--- src/rtl/pps_pkg.sv ---
// Shared types and constants for the prime sieve block.
package pps_pkg;

  // Candidate width and the bit counter of the remainder unit
  localparam int CAND_W   = 31;
  localparam int BIT_CNT_W = 5;

  // Controller states
  typedef enum logic [2:0] {
    ST_IDLE,
    ST_NEXT,
    ST_LOAD,
    ST_DIV,
    ST_CHECK,
    ST_EMIT,
    ST_FINISH
  } pps_state_e;

  // Commands from controller to datapath
  typedef struct packed {
    logic load_in;   // capture the input transfer
    logic rd_en;     // read stored prime at the current stage index
    logic load_div;  // start a remainder run with the read prime
    logic div_step;  // one restoring remainder step
    logic next_k;    // move on to the next stage
    logic emit;      // load the output register, store the prime if room
    logic finish;    // item done, clear stages if end of run
  } pps_cmd_t;

  // Status from datapath to controller
  typedef struct packed {
    logic cand_small;  // candidate below two
    logic k_at_fill;   // all filled stages tested
    logic bit_last;    // last remainder step in progress
    logic rem_zero;    // remainder is zero, candidate dropped
    logic out_free;    // output register can take a result
  } pps_status_t;

endpackage

--- src/rtl/pps_ram.sv ---
// Generic single-port RAM with registered read.
module pps_ram #(
  parameter int WIDTH  = 31,
  parameter int DEPTH  = 32,
  parameter int ADDR_W = (DEPTH > 1) ? $clog2(DEPTH) : 1
) (
  input  logic              clk_i,
  input  logic              we_i,
  input  logic              re_i,
  input  logic [ADDR_W-1:0] addr_i,
  input  logic [WIDTH-1:0]  wdata_i,
  output logic [WIDTH-1:0]  rdata_o
);

  logic [WIDTH-1:0] mem [DEPTH];
  logic [WIDTH-1:0] rdata_q;

  always_ff @(posedge clk_i) begin
    if (we_i) begin
      mem[addr_i] <= wdata_i;
    end
    if (re_i) begin
      rdata_q <= mem[addr_i];
    end
  end

  assign rdata_o = rdata_q;

endmodule

--- src/rtl/pps_ctrl.sv ---
// Controller state machine of the prime sieve.
module pps_ctrl (
  input  logic                clk_i,
  input  logic                rst_ni,
  input  logic                in_valid_i,
  output logic                in_ready_o,
  input  pps_pkg::pps_status_t status_i,
  output pps_pkg::pps_cmd_t    cmd_o
);
  import pps_pkg::*;

  pps_state_e state_q, state_d;

  always_ff @(posedge clk_i or negedge rst_ni) begin
    if (!rst_ni) begin
      state_q <= ST_IDLE;
    end else begin
      state_q <= state_d;
    end
  end

  // Next state and commands
  always_comb begin
    state_d    = state_q;
    cmd_o      = '0;
    in_ready_o = 1'b0;
    case (state_q)
      ST_IDLE: begin
        in_ready_o = 1'b1;
        if (in_valid_i) begin
          cmd_o.load_in = 1'b1;
          state_d       = ST_NEXT;
        end
      end
      ST_NEXT: begin
        if (status_i.cand_small) begin
          state_d = ST_FINISH;
        end else if (status_i.k_at_fill) begin
          state_d = ST_EMIT;
        end else begin
          cmd_o.rd_en = 1'b1;
          state_d     = ST_LOAD;
        end
      end
      ST_LOAD: begin
        cmd_o.load_div = 1'b1;
        state_d        = ST_DIV;
      end
      ST_DIV: begin
        cmd_o.div_step = 1'b1;
        if (status_i.bit_last) begin
          state_d = ST_CHECK;
        end
      end
      ST_CHECK: begin
        if (status_i.rem_zero) begin
          state_d = ST_FINISH;
        end else begin
          cmd_o.next_k = 1'b1;
          state_d      = ST_NEXT;
        end
      end
      ST_EMIT: begin
        // wait for the output register to drain
        if (status_i.out_free) begin
          cmd_o.emit = 1'b1;
          state_d    = ST_FINISH;
        end
      end
      ST_FINISH: begin
        cmd_o.finish = 1'b1;
        state_d      = ST_IDLE;
      end
      default: begin
        state_d = ST_IDLE;
      end
    endcase
  end

endmodule

--- src/rtl/pps_dp.sv ---
// Datapath of the prime sieve: item registers, prime store, remainder unit, output register.
module pps_dp #(
  parameter int STAGES = 32
) (
  input  logic                         clk_i,
  input  logic                         rst_ni,
  input  pps_pkg::pps_cmd_t            cmd_i,
  output pps_pkg::pps_status_t         status_o,
  input  logic [pps_pkg::CAND_W-1:0]   candidate_i,
  input  logic                         end_of_run_i,
  output logic                         out_valid_o,
  input  logic                         out_ready_i,
  output logic [pps_pkg::CAND_W-1:0]   prime_found_o,
  output logic                         uncertain_o
);
  import pps_pkg::*;

  localparam int AW = (STAGES > 1) ? $clog2(STAGES) : 1;
  localparam int CW = $clog2(STAGES + 1);

  logic [CAND_W-1:0]    cand_q;
  logic                 last_q;
  logic [CW-1:0]        k_q, k_d;
  logic [CW-1:0]        filled_q, filled_d;
  logic [CAND_W-1:0]    div_q;
  logic [CAND_W-1:0]    rem_q, rem_d;
  logic [BIT_CNT_W-1:0] bit_q, bit_d;
  logic                 out_valid_q, out_valid_d;
  logic [CAND_W-1:0]    out_prime_q;
  logic                 out_unc_q;

  logic              full;
  logic              ram_we;
  logic [AW-1:0]     ram_addr;
  logic [CAND_W-1:0] ram_rdata;
  logic [CAND_W:0]   rem_shift;
  logic [CAND_W:0]   rem_sub;

  assign full = (filled_q == CW'(STAGES));

  // Prime store, written at the fill point, read at the stage under test
  assign ram_we   = cmd_i.emit && !full;
  assign ram_addr = cmd_i.emit ? filled_q[AW-1:0] : k_q[AW-1:0];

  pps_ram #(
    .WIDTH (CAND_W),
    .DEPTH (STAGES)
  ) u_ram (
    .clk_i   (clk_i),
    .we_i    (ram_we),
    .re_i    (cmd_i.rd_en),
    .addr_i  (ram_addr),
    .wdata_i (cand_q),
    .rdata_o (ram_rdata)
  );

  // Restoring remainder step, MSB first
  assign rem_shift = {rem_q, cand_q[bit_q]};
  assign rem_sub   = rem_shift - {1'b0, div_q};

  always_comb begin
    rem_d = rem_q;
    bit_d = bit_q;
    if (cmd_i.load_div) begin
      rem_d = '0;
      bit_d = BIT_CNT_W'(CAND_W - 1);
    end else if (cmd_i.div_step) begin
      rem_d = (rem_shift >= {1'b0, div_q}) ? rem_sub[CAND_W-1:0] : rem_shift[CAND_W-1:0];
      bit_d = bit_q - BIT_CNT_W'(1);
    end
  end

  // Stage index and fill count
  always_comb begin
    k_d      = k_q;
    filled_d = filled_q;
    if (cmd_i.load_in) begin
      k_d = '0;
    end else if (cmd_i.next_k) begin
      k_d = k_q + CW'(1);
    end
    if (ram_we) begin
      filled_d = filled_q + CW'(1);
    end
    if (cmd_i.finish && last_q) begin
      filled_d = '0;
    end
  end

  // Output valid: set on emit, cleared by the output transfer
  always_comb begin
    out_valid_d = out_valid_q;
    if (cmd_i.emit) begin
      out_valid_d = 1'b1;
    end else if (out_ready_i) begin
      out_valid_d = 1'b0;
    end
  end

  always_ff @(posedge clk_i or negedge rst_ni) begin
    if (!rst_ni) begin
      k_q         <= '0;
      filled_q    <= '0;
      out_valid_q <= 1'b0;
    end else begin
      k_q         <= k_d;
      filled_q    <= filled_d;
      out_valid_q <= out_valid_d;
    end
  end

  // Payload registers
  always_ff @(posedge clk_i) begin
    if (cmd_i.load_in) begin
      cand_q <= candidate_i;
      last_q <= end_of_run_i;
    end
    if (cmd_i.load_div) begin
      div_q <= ram_rdata;
    end
    rem_q <= rem_d;
    bit_q <= bit_d;
    if (cmd_i.emit) begin
      out_prime_q <= cand_q;
      out_unc_q   <= full;
    end
  end

  assign status_o.cand_small = (cand_q < CAND_W'(2));
  assign status_o.k_at_fill  = (k_q == filled_q);
  assign status_o.bit_last   = (bit_q == '0);
  assign status_o.rem_zero   = (rem_q == '0);
  assign status_o.out_free   = !out_valid_q || out_ready_i;

  assign out_valid_o   = out_valid_q;
  assign prime_found_o = out_prime_q;
  assign uncertain_o   = out_unc_q;

endmodule

--- src/rtl/pipelined_prime_sieve_top.sv ---
// Top level of the prime sieve: controller and datapath.
//
// Each candidate is tested against the stored primes one stage at a time with a
// single shared bit-serial remainder unit; the primes sit in a single-port RAM of
// STAGES entries. For each prime tested, the stored prime is read, loaded into the
// remainder unit and run through 31 remainder steps, and the remainder is checked;
// this goes on until the candidate is dropped or all filled stages are passed. A
// result is then emitted once the output register is free. A candidate below two
// finishes without any remainder run. One item is in work at a time; a new item
// is taken while the previous result still waits at the output. The fill count
// tracks which stages hold primes, so no clearing pass is needed after reset or
// after an end-of-run mark.
module pipelined_prime_sieve_top #(
  parameter int STAGES = 32
) (
  input  logic                       clk_i,
  input  logic                       rst_ni,
  input  logic                       in_valid_i,
  output logic                       in_ready_o,
  input  logic [pps_pkg::CAND_W-1:0] candidate_i,
  input  logic                       end_of_run_i,
  output logic                       out_valid_o,
  input  logic                       out_ready_i,
  output logic [pps_pkg::CAND_W-1:0] prime_found_o,
  output logic                       uncertain_o
);
  import pps_pkg::*;

  pps_cmd_t    cmd;
  pps_status_t status;

  pps_ctrl u_ctrl (
    .clk_i      (clk_i),
    .rst_ni     (rst_ni),
    .in_valid_i (in_valid_i),
    .in_ready_o (in_ready_o),
    .status_i   (status),
    .cmd_o      (cmd)
  );

  pps_dp #(
    .STAGES (STAGES)
  ) u_dp (
    .clk_i         (clk_i),
    .rst_ni        (rst_ni),
    .cmd_i         (cmd),
    .status_o      (status),
    .candidate_i   (candidate_i),
    .end_of_run_i  (end_of_run_i),
    .out_valid_o   (out_valid_o),
    .out_ready_i   (out_ready_i),
    .prime_found_o (prime_found_o),
    .uncertain_o   (uncertain_o)
  );

endmodule
--- config.mk ---
export PLATFORM = sky130hd
export DESIGN_NAME = pipelined_prime_sieve_top
export DESIGN_NICKNAME = d
export VERILOG_FILES = /design/src/rtl/pps_pkg.sv /design/src/rtl/pps_ram.sv /design/src/rtl/pps_ctrl.sv /design/src/rtl/pps_dp.sv /design/src/rtl/pipelined_prime_sieve_top.sv
export SDC_FILE = /design/constraint.sdc
export NUM_CORES = 1
export LEC_CHECK = 0
export BUFFER_PORTS_ARGS = -buffer_cell sky130_fd_sc_hd__buf_2
export CORE_UTILIZATION = 55
export DETAILED_ROUTE_END_ITERATION = 8
export GPL_TIMING_DRIVEN = 0
export HOLD_SLACK_MARGIN = 0.12
export PLACE_DENSITY = 0.74
export SLEW_MARGIN = 20
export SYNTH_ARGS = -nofsm -noshare
export SYNTH_HDL_FRONTEND = slang
export SYNTH_SLANG_ARGS = --single-unit
--- constraint.sdc ---
create_clock -name clk_i -period 5.09 [get_ports clk_i]
set_input_delay 0.7635 -clock clk_i [delete_from_list [all_inputs] [get_ports clk_i]]
set_output_delay 0.7635 -clock clk_i [all_outputs]
set_load 0.01 [all_outputs]
# == Word level (Yosys, flattened, before mapping) ==
# Memory sizes are Yosys's and may differ from the RTL's. A register that Yosys moved wholly into a read port is not among the register bits.
# Index checks and enable logic that the tools add are counted.
# word_totals
reg_bits,147
ramBits,992
word_cells,74
n_memories,1
# op_classes
addsub,4
magnitude_cmp,3
n_eq_ne,11
n_mux,32
n_reduce_logical,12
# memory_table
memory,depth,word_bits,rd,rd_ports_with_merged_regs,write_ports,line_no,text
u_dp.u_ram.mem,32,31,1,1,1,pps_ram.sv:15,logic [WIDTH-1:0] mem [DEPTH];
# op_table
operator,count
$ge A32 B31 Y1,1
$logic_not A31 Y1,1
$lt A31 B2 Y1 const B,1
$mux W31,1
$sub A31 B31 Y31,1
$mux W6,4
$mux W1,18
$mux W3,6
$pmux W3 S6,1
$add A6 B1 Y6 const B,2
$eq A3 B3 Y1 const B,3
$eq A3 B2 Y1 const B,2
$eq A6 B6 Y1,1
$eq A6 B6 Y1 const B,1
$lt A5 B6 Y1 const B,1
$ne A2 B2 Y1 const B,3
$reduce_bool A2 Y1,3
$bmux W1 S5,1
$logic_not A5 Y1,1
$mux W5,1
$sub A5 B1 Y5 const B,1
$eq A3 B1 Y1 const B,1
$logic_not A3 Y1,1
$reduce_and A3 Y1,1
3 further kinds,5

# == Logic depth before layout (Yosys ltp) ==
# Gate-level depths: netlist of the first run.
# logic_depth
ltp_word,7
depth_mapped,18
ltp_nobuf,17

# == By module ==
# A second synthesis of the first run with hierarchy kept.
# unflattened
cells_unflattened,2733
area_unflattened_um2,46450.8
# by_module_without_submodules
module,instances,cells_each,area_each_um2
pps_ram,1,2039,38707.1
pps_dp,1,653,7428.4
pps_ctrl,1,41,315.3

# == Least setup slack after synthesis of the first run ==
# OpenSTA, ideal clock, no wires.
# synth_timing
path_kind,reg2reg
startpoint,register u_dp.bit_q[0]
endpoint,register u_dp.rem_q[18]
setup_time_ps,116
t_arrival_ps,4234
required_time_ps,4974
slack_ps,740
path_stages_with_launch,17
path_buffers,1
period_less_slack_ps,4350
path_cell_list,dfxtp_1 > buf_1 > mux4_2 > mux4_2 > mux2i_1 > ha_1 > inv_1 > fa_1 > a211oi_1 > o211ai_1 > a311oi_1 > o31a_1 > o21ai_0 > a221oi_1 > xor2_1 > o21ai_0 > o211a_1
# synth_between
elab_chain_cells,4
word_cells_on_any_way,5
classes_between,add/sub (1); order compare (1); mux (3)
# synth_rtl
element,line_no,text
from (decl),pps_dp.sv:27,"logic [BIT_CNT_W-1:0] bit_q, bit_d;"
from (signal assigned),pps_dp.sv:122,bit_q <= bit_d;
$bmux W1 S5 *,pps_dp.sv:58,"assign rem_shift = {rem_q, cand_q[bit_q]};"
$mux W1 (not written as such) *,pps_dp.sv:58,
$sub A31 B31 Y31 / $ge A32 B31 Y1 (equally long branches),"pps_dp.sv:59, pps_dp.sv:68",
$mux W31 *,pps_dp.sv:68,"rem_d = (rem_shift >= {1'b0, div_q}) ? rem_sub[CAND_W-1:0] : rem_shift[CAND_W-1:0];"
to (signal assigned),pps_dp.sv:121,rem_q <= rem_d;
to (decl),pps_dp.sv:26,"logic [CAND_W-1:0] rem_q, rem_d;"
# Mark *: on every way between the ends. The rest lies on a longest branch, timed or not. The select of a mux whose other input is x is not followed.
# A chain may end at the register's enable or synchronous reset.

# == Final worst setup path of the first run ==
# layout_timing
startpoint,register u_dp.cand_q[1]
endpoint,register u_dp.rem_q[18]
# layout_between
elab_chain_cells,4
word_cells_on_any_way,5
classes_between,add/sub (1); order compare (1); mux (3)
# layout_rtl
element,line_no,text
from (decl),pps_dp.sv:21,logic [CAND_W-1:0] cand_q;
from (signal assigned),pps_dp.sv:115,cand_q <= candidate_i;
$bmux W1 S5 *,pps_dp.sv:58,
$mux W1 (not written as such) *,pps_dp.sv:58,
$sub A31 B31 Y31 / $ge A32 B31 Y1 (equally long branches),"pps_dp.sv:59, pps_dp.sv:68",
$mux W31 *,pps_dp.sv:68,
# Marks and branches as above.

==> results.txt, run 1 <==
----------------------------------------------------
[Logic synthesis]
  Primary flip-flop cell chosen by synthesis mapping ... sky130_fd_sc_hd__edfxtp_1
  Count of warnings emitted by yosys ... 0
  Synth Register Bits ... approximately 1200
  Avg Inst Size Synth ... approximately 20 um^2
  Fraction of the yosys area taken by sequential cells ... 75.44%
  Distinct cell type count after synthesis ... between 60 and 70
  Cell type contributing the most total cell area after synthesis ... sky130_fd_sc_hd__edfxtp_1
  Post-synthesis net count ... between 2000 and 2500
  Synth top area cells ... sky130_fd_sc_hd__edfxtp_1, sky130_fd_sc_hd__mux4_2, sky130_fd_sc_hd__dfxtp_1, sky130_fd_sc_hd__a22oi_1, sky130_fd_sc_hd__nand2_1
  Number of instances in the synthesized netlist ... about 2300
  Post-synth EDFFs ... 1118
  Post-synth ARST share ... 1.368%
  Area share of the largest cell type after synthesis ... 73.00%
  Post-Synthesis Cell Area ... 45990 um^2

[Die]
  Top Ports ... 70
  Full die area ... 84770 um^2
  Row cnt ... 105
  Die boundary width ... 291.2 um
  Core area ... 82370 um^2
  Floorplan die height ... approximately 290 um
  Starting density of the core ... 55.83%

[Clock tree]
  Clk buf depth ... 3
  Number of buffers added by the clock tree synthesis step ... 112
  Clock tree from TritonCTS ... done
  Htree depth ... 3
  Clock tree root buffer cell ... sky130_fd_sc_hd__clkbuf_16
  Clock edge transition at the registers on the reported setup and hold paths ... 70 ps
  Clock latency on the worst-skew pair ... around 690 ps
  Sink Count ... 1170

[STA]
  Final Hold Fails ... 0
  Relative slew slack ... 17.29%
  Highest clock frequency the design can meet ... about 200 MHz
  Final slew viol count ... 0
  Time the final worst path needs with I/O delays and setup ... just over 5000 ps
  Worst-case setup margin in the final layout ... -16.72 ps
  Final setup fails ... 1
  Actual transition at the worst max-transition pin ... 1241 ps
  Final clock skew ... 32.22 ps
  Share of the clock period used by the worst path ... 100.3%

[Setup path]
  CP Data Required Time ... 5670 ps
  Delay of the slowest cell on the worst path ... 770 ps
  Worst Reg2Reg Path Length in Cells ... 15
  Critical-path top delay cell ... sky130_fd_sc_hd__edfxtp_1
  Setup crit start kind ... register
  Reg2reg end ... u_dp.rem_q[18]$_SDFFE_PP0P_
  Worst reg-to-reg setup slack ... -20 ps
  Setup Crit Path Kind ... reg -> reg
  Signal arrival time at the worst endpoint ... roughly 5700 ps
  Cell-by-cell trace of the critical path ... mux4_2 -> mux4_2 -> mux2i_4 -> ha_1 -> inv_1 -> fa_1 -> a211oi_2 -> o211ai_1 -> a311oi_2 -> o31a_1 -> o21ai_0 -> a221oi_2 -> xor2_1 -> o21ai_0 -> o211a_1
  Launch instance of the worst register-to-register path ... u_dp.cand_q[1]$_DFFE_PP_
  Type of element capturing the critical path ... register
  Maximum net fanout on the critical path ... 19

[Worst hold path]
  Startpoint of the worst hold path ... candidate_i[0]
  Count of cells along the worst hold path ... 1
  Terminating pin of the worst hold path ... u_dp.cand_q[0]$_DFFE_PP_
  Worst min-delay path category ... in -> reg

[Outcome]
  Run status ... complete, but fails checks
  Violated checks ... negative setup slack

[Pwr]
  Areal power density over the cells ... 506.3 nW/um^2
  Leakage power of the design ... 17.32 nW
  Worst supply voltage drop on vdd ... 0.3859 mV

[GRT]
  Pin count of the biggest net entering global routing ... 42
  GRT Residual Overflow ... 0
  Global-route wire length before repair ... about 190 mm
  Initial antenna violation count ... 7
  Number of global-route vias before repair ... ~26000
  Total routing usage reported by global routing ... about a third

[Placed design]
  Inst Count DP ... between 3000 and 4000
  Buffers on Ports ... just under 70
  GPL Wtd Cong ... 0.8863
  DP HPWL ... ~84 mm

[Final layout]
  Area Growth Syn to Fin ... 17.01%
  Cell Count, Final, Fillers Out ... ~3800
  Number of filler cells placed in the layout ... between 5000 and 6000
  Final core area utilization ... 65.32%
  Fraction of layout cells with a size suffix above 1 ... approximately a quarter
  Count of antenna diodes in the layout ... 0
  Net count of the finished layout ... 2702

[Detailed routing]
  Vias after detailed routing ... 26260
  DR DRC count ... 0
  Detail-routed net length per standard cell ... roughly 36 um
  Post-DR vias/cell ... 6.912
  TritonRoute pass-1 iters ... 5
  Post-route ant nets ... 0
  Final WL ... between 100 and 150 mm
  Initial drt markers ... 4316

[Run]
  Max-cap check violation count ... 0

----------------------------------------------------
layer usage:
layer / up-vias / GRT usage (%) / part of all wire (%)
li1: 10210 / - / -
met4: 4 / 15.86 / 5.5
met2: 2234 / 50.82 / 47
met5: - / 0 / 0.020
met3: 402 / 6.528 / 12
met1: 13420 / 42.91 / 35
Yosys cell counts, drive strengths merged (13+ instances only):
master  instances
a21oi          70
xor2           22
edfxtp       1118
a211oi         16
xnor2          22
inv            47
a21o           18
dfxtp          36
nor3           17
nand3          16
buf            55
ha             35
nor4           17
and3           13
clkbuf         59
nand4          29
o21ai          36
nand2         119
mux2i          20
a22oi          82
dfrtp          16
mux4          257
nor2          107
state kept, by name (all words and copies together) (netlist names):
name and count:
u_ctrl.state_q 3, u_dp.bit_q 5, u_dp.cand_q 31, u_dp.div_q 31, u_dp.filled_q 6, u_dp.k_q 6
u_dp.last_q 1, u_dp.out_valid_o 1, u_dp.prime_found_o 31, u_dp.rem_q 31, u_dp.u_ram.mem 992, u_dp.u_ram.rdata_o 31
u_dp.uncertain_o 1
critical path, delay by kind of cell, from the launching register on:
| kind | cells | cell delay [ps] |
|---|---|---|
| AO/OA/AOI/OAI | 8 | 1780 |
| multiplexers | 3 | 1480 |
| flip-flops | 1 | 770 |
| adder cells (fa/ha/maj) | 2 | 680 |
| XOR/XNOR | 1 | 200 |
| buffers and inverters | 1 | 60 |
power breakdown:
part	internal (W)	switching [W]	leakage (nW)	total (W)
Sequential	0.0114	0.000472	10.6	0.0119
Clock	0.00474	0.00365	1.80	0.00839
Combinational	0.00280	0.00414	4.94	0.00694
placed cells by master, fill, tap and decap left out, types with 15 or more instances in the layout:
cell                        count
sky130_fd_sc_hd__edfxtp_1    1118
sky130_fd_sc_hd__clkbuf_16    114
sky130_fd_sc_hd__ha_1          35
sky130_fd_sc_hd__buf_6         40
sky130_fd_sc_hd__clkinv_2      26
sky130_fd_sc_hd__clkinv_1      19
sky130_fd_sc_hd__a21oi_1       69
sky130_fd_sc_hd__mux2i_1       19
sky130_fd_sc_hd__dfxtp_1       36
sky130_fd_sc_hd__nor4_1        17
sky130_fd_sc_hd__xor2_1        22
sky130_fd_sc_hd__o21ai_0       36
sky130_fd_sc_hd__buf_2         85
sky130_fd_sc_hd__a22oi_1       82
sky130_fd_sc_hd__nor2_4        33
sky130_fd_sc_hd__xnor2_1       22
sky130_fd_sc_hd__nand4_1       29
sky130_fd_sc_hd__nor3_1        17
sky130_fd_sc_hd__a211oi_1      15
sky130_fd_sc_hd__clkbuf_1      77
sky130_fd_sc_hd__buf_16        48
sky130_fd_sc_hd__buf_4         26
sky130_fd_sc_hd__mux4_2       257
sky130_fd_sc_hd__inv_1         47
sky130_fd_sc_hd__nand3_1       16
sky130_fd_sc_hd__a21o_1        18
sky130_fd_sc_hd__nor2_1        72
sky130_fd_sc_hd__nand2_1      119
sky130_fd_sc_hd__dfrtp_1       16
timing repair:
| item | CTS | global route |
|---|---|---|
| cloned | 0 | 0 |
| endpoints found under the setup margin | 31 | 29 |
| pin swaps | 0 | 1 |
| setup buffers | 35 | 3 |
| hold buffers | 1 | 0 |
| hold endpoints to repair | 16 | 0 |
| gates resized for setup | 4 | 6 |
area by class of cell:
cell class | instances | area (um^2) | area share [%]
Buffer | 114 | 663.1 | 1.232
Clock inverter | 76 | 757.0 | 1.407
Clock buffer | 137 | 2939 | 5.462
Sequential cell | 1170 | 34690 | 64.47
Multi-Input combinational cell | 1005 | 10760 | 19.99
Inverter | 47 | 176.4 | 0.3279
Timing Repair Buffer | 180 | 2482 | 4.613
Tap cell | 1070 | 1339 | 2.488
logic make-up (layout without fill, tap and decap cells):
logic type | count (synthesis) | count (layout) | synth area share, %
compound gates | 284 | 284 | 4.152
fa+ha+maj | 36 | 36 | 0.9958
simple gates | 360 | 360 | 3.659
xor+xnor | 44 | 44 | 0.8380
flops | 1170 | 1170 | 75.44
mux | 281 | 281 | 13.13
buf+inv | 161 | 554 | 1.785
worst max-delay path by stage:
stage                                from                               to  slack, ps  depth (start not counted)
6_report         u_dp.cand_q[1]$_DFFE_PP_      u_dp.rem_q[18]$_SDFFE_PP0P_        -20                         15
5_1_grt        u_dp.bit_q[0]$_SDFFE_PP0P_      u_dp.rem_q[18]$_SDFFE_PP0P_       -140                         16
4_1_cts         u_dp.cand_q[18]$_DFFE_PP_      u_dp.rem_q[13]$_SDFFE_PP0P_          8                         15
3_5_place_dp    u_dp.cand_q[24]$_DFFE_PP_      u_dp.rem_q[19]$_SDFFE_PP0P_       -480                         15
3_3_place_gp                  out_ready_i  u_dp.u_ram.mem[31][8]$_DFFE_PP_      -2790                          8
2_1_floorplan  u_dp.bit_q[0]$_SDFFE_PP0P_      u_dp.rem_q[18]$_SDFFE_PP0P_        740                         16
through the flow:
stage	hold slack [ps]	power [W]	setup slack [ps]	setup TNS (ps)	instance area (um^2)
3_3_place_gp	402.1	0.01840	-2788	-2319200	47670
3_5_place_dp	404.5	0.01867	-481.1	-18290	49640
6_report	243.1	0.02724	-16.72	-16.72	53810
5_1_grt	235.6	0.02805	-135.4	-1682	53810
2_1_floorplan	400.3	0.01637	740.1	0	45990
4_1_cts	218.5	0.02711	8.288	0	53710
Power figures use the tool's default switching activity.
==> run 2, diff against run 1 <==
--- a/config.mk
+++ b/config.mk
@@ -10,7 +10,8 @@
 export DETAILED_ROUTE_END_ITERATION = 8
 export GPL_TIMING_DRIVEN = 0
 export HOLD_SLACK_MARGIN = 0.12
-export PLACE_DENSITY = 0.74
+export PLACE_DENSITY_LB_ADDON = 0.3
+export SETUP_SLACK_MARGIN = 0.2
 export SLEW_MARGIN = 20
 export SYNTH_ARGS = -nofsm -noshare
 export SYNTH_HDL_FRONTEND = slang
==> results.txt, run 2 (synthesis gave the netlist of run 1 again) <==
----------------------------------------------------
[Setup path]
  Worst Reg2Reg Path Length in Cells ... 11
  Combined buffer and inverter count along the critical path ... 6
  Maximum net fanout on the critical path ... 15
  Type of element capturing the critical path ... register
  Launch instance of the worst register-to-register path ... u_ctrl.state_q[2]$_DFFE_PN0P_
  Cell repeated most along the worst path ... sky130_fd_sc_hd__buf_2
  CP Data Required Time ... between 5000 and 6000 ps
  Worst path top cell family by delay ... simple AND/OR/NAND/NOR gates
  Cell-by-cell trace of the critical path ... nor2b_4 -> and3_4 -> buf_6 -> mux2_2 -> buf_2 -> buf_2 -> buf_2 -> nand3_1 -> nor2_4 -> buf_16 -> buf_16
  Delay of the slowest cell on the worst path ... 770 ps
  Source of the critical timing path ... u_ctrl.state_q[2]$_DFFE_PN0P_
  Critical-path top delay cell ... sky130_fd_sc_hd__nand3_1
  Setup crit start kind ... register
  Path length in cells of the critical path ... 11
  Setup Crit Path Kind ... reg -> reg
  Signal arrival time at the worst endpoint ... between 5000 and 6000 ps

[Clock tree]
  Clock tree from TritonCTS ... done
  Number of buffers added by the clock tree synthesis step ... around 110
  Clock tree root buffer cell ... sky130_fd_sc_hd__clkbuf_16
  Clock edge transition at the registers on the reported setup and hold paths ... 60 ps
  Clock latency on the worst-skew pair ... 690 ps
  Clk buf depth ... 3
  Sink Count ... 1170
  Htree depth ... 3

[Pwr]
  Leakage power of the design ... approximately 18 nW
  Areal power density over the cells ... between 500 and 600 nW/um^2
  Worst supply voltage drop on vdd ... about 0.31 mV
  Overall power after layout ... 0.02738 W

[Die]
  Die boundary width ... 291.2 um
  Starting density of the core ... a little under three fifths
  Core area ... 82370 um^2
  Floorplan die height ... 291.2 um
  Full die area ... approximately 85000 um^2
  Top Ports ... 70
  Row cnt ... between 100 and 150

[Outcome]
  Run status ... completed

[Final layout]
  Fraction of layout cells with a size suffix above 1 ... 27.16%
  Largest register by flop count ... u_dp.u_ram.mem
  Leading cell type in the layout, fill and taps excluded ... sky130_fd_sc_hd__edfxtp_1
  Post-route cell area ... 54280 um^2
  Area Growth Syn to Fin ... 18.04%
  Cell Count, Final, Fillers Out ... between 3000 and 4000
  Net count of the finished layout ... 2749
  Highest-count cells in the layout ignoring fill and taps ... sky130_fd_sc_hd__edfxtp_1, sky130_fd_sc_hd__mux4_2, sky130_fd_sc_hd__nand2_1, sky130_fd_sc_hd__clkbuf_16, sky130_fd_sc_hd__a22oi_1
  Flip-flop count of the largest register after layout ... 992

[GRT]
  Global-route wire length before repair ... about 190 mm
  Initial antenna violation count ... 8
  Total routing usage reported by global routing ... 31.91%
  GRT Residual Overflow ... 0
  Pin count of the biggest net entering global routing ... 42
  Number of global-route vias before repair ... 25720

[Worst hold path]
  Count of cells along the worst hold path ... 1
  Startpoint of the worst hold path ... candidate_i[16]
  Worst min-delay path category ... in -> reg

[STA]
  Actual transition at the worst max-transition pin ... 1242 ps
  Setup Total Neg Slack ... 0 ps
  Unrepaired setup endpoints after global routing ... false
  Final slew viol count ... 0
  Share of the clock period used by the worst path ... a little over nine tenths
  Final setup fails ... 0
  Final Hold Fails ... 0
  Final clock skew ... roughly 25 ps
  Highest clock frequency the design can meet ... 205.4 MHz
  Time the final worst path needs with I/O delays and setup ... approximately 4900 ps
  Relative slew slack ... 17.22%

[Detailed routing]
  DR DRC count ... 0
  Post-route ant nets ... 0
  TritonRoute pass-1 iters ... 5
  Initial drt markers ... 3840
  Vias after detailed routing ... 26300
  Post-DR vias/cell ... 6.848
  Detail-routed net length per standard cell ... 35.02 um
  Final WL ... 134.5 mm

[Placed design]
  DP HPWL ... 83.42 mm
  Inst Count DP ... 3544
  Buffers on Ports ... slightly below 70
  Placed cell area ... 49640 um^2
  GPL Wtd Cong ... 0.8891

[Run]
  Max-cap check violation count ... 0

----------------------------------------------------
[run 2: worst register-to-register path, cell delays in order (launching register included)]
cell	delay (ps)
sky130_fd_sc_hd__dfrtp_1	460
sky130_fd_sc_hd__nor2b_4	230
sky130_fd_sc_hd__and3_4	200
sky130_fd_sc_hd__buf_6	140
sky130_fd_sc_hd__mux2_2	330
sky130_fd_sc_hd__buf_2	360
sky130_fd_sc_hd__buf_2	360
sky130_fd_sc_hd__buf_2	470
sky130_fd_sc_hd__nand3_1	780
sky130_fd_sc_hd__nor2_4	770
sky130_fd_sc_hd__buf_16	240
sky130_fd_sc_hd__buf_16	190
[run 2: cell type report]
type / count / area [um^2]
repair buffers: 225 / 2918
diodes: 1 / 2.502
plain buffers: 114 / 670.6
well taps: 1070 / 1339
clock inverters: 76 / 765.7
clock buffers: 132 / 2942
inverters: 47 / 176.4
fillers: 5173 / 28090
multi-input cells: 1005 / 10780
flip-flops and latches: 1170 / 34690
[run 2: stage by stage]
stage,setup slack (ps),hold WS [ps],utilization (%)
floorplan,740.1,400.3,-
global placement,-2510,402.7,57.87
detailed placement,-419.4,404.5,60.27
CTS,226.4,239.7,65.36
global route,153.3,241.2,65.90
finish,222.1,252.0,65.90
[run 2: metal layers]
layer | vias to the layer above | track usage (%) | part of all wire [%]
met5 | - | 0 | 0.019
met4 | 4 | 15.15 | 5.5
met3 | 423 | 7.139 | 12
met2 | 2166 | 50.28 | 47
met1 | 13400 | 42.68 | 35
li1 | 10300 | - | -
[run 2: power by group]
| group | switching, W | internal [W] | total, W |
|---|---|---|---|
| sequential | 0.000325 | 0.0114 | 0.0118 |
| combinational | 0.00426 | 0.00290 | 0.00716 |
| clock | 0.00361 | 0.00484 | 0.00845 |
| total | 0.00820 | 0.0192 | 0.0274 |
[run 2: path summary, 6_finish.rpt]
path / slack [ps] / endpoint
setup / recovery: 220 / u_dp.u_ram.mem[22][10]$_DFFE_PP_
hold / removal: 250 / u_dp.cand_q[16]$_DFFE_PP_
setup reg to reg: 220 / u_dp.u_ram.mem[22][10]$_DFFE_PP_
hold reg to reg: 410 / u_dp.div_q[14]$_DFFE_PP_
max in group asynchronous: 4290 / u_dp.filled_q[3]$_DFFE_PN0P_
min in group asynchronous: 530 / u_dp.filled_q[4]$_DFFE_PN0P_
[run 2: what timing repair did]
action,in CTS,in global routing
hold endpoints to repair,16,0
resized for setup,9,12
pin swaps,1,6
hold buffers,1,0
setup buffers,44,41
endpoints found under the setup margin,31,77
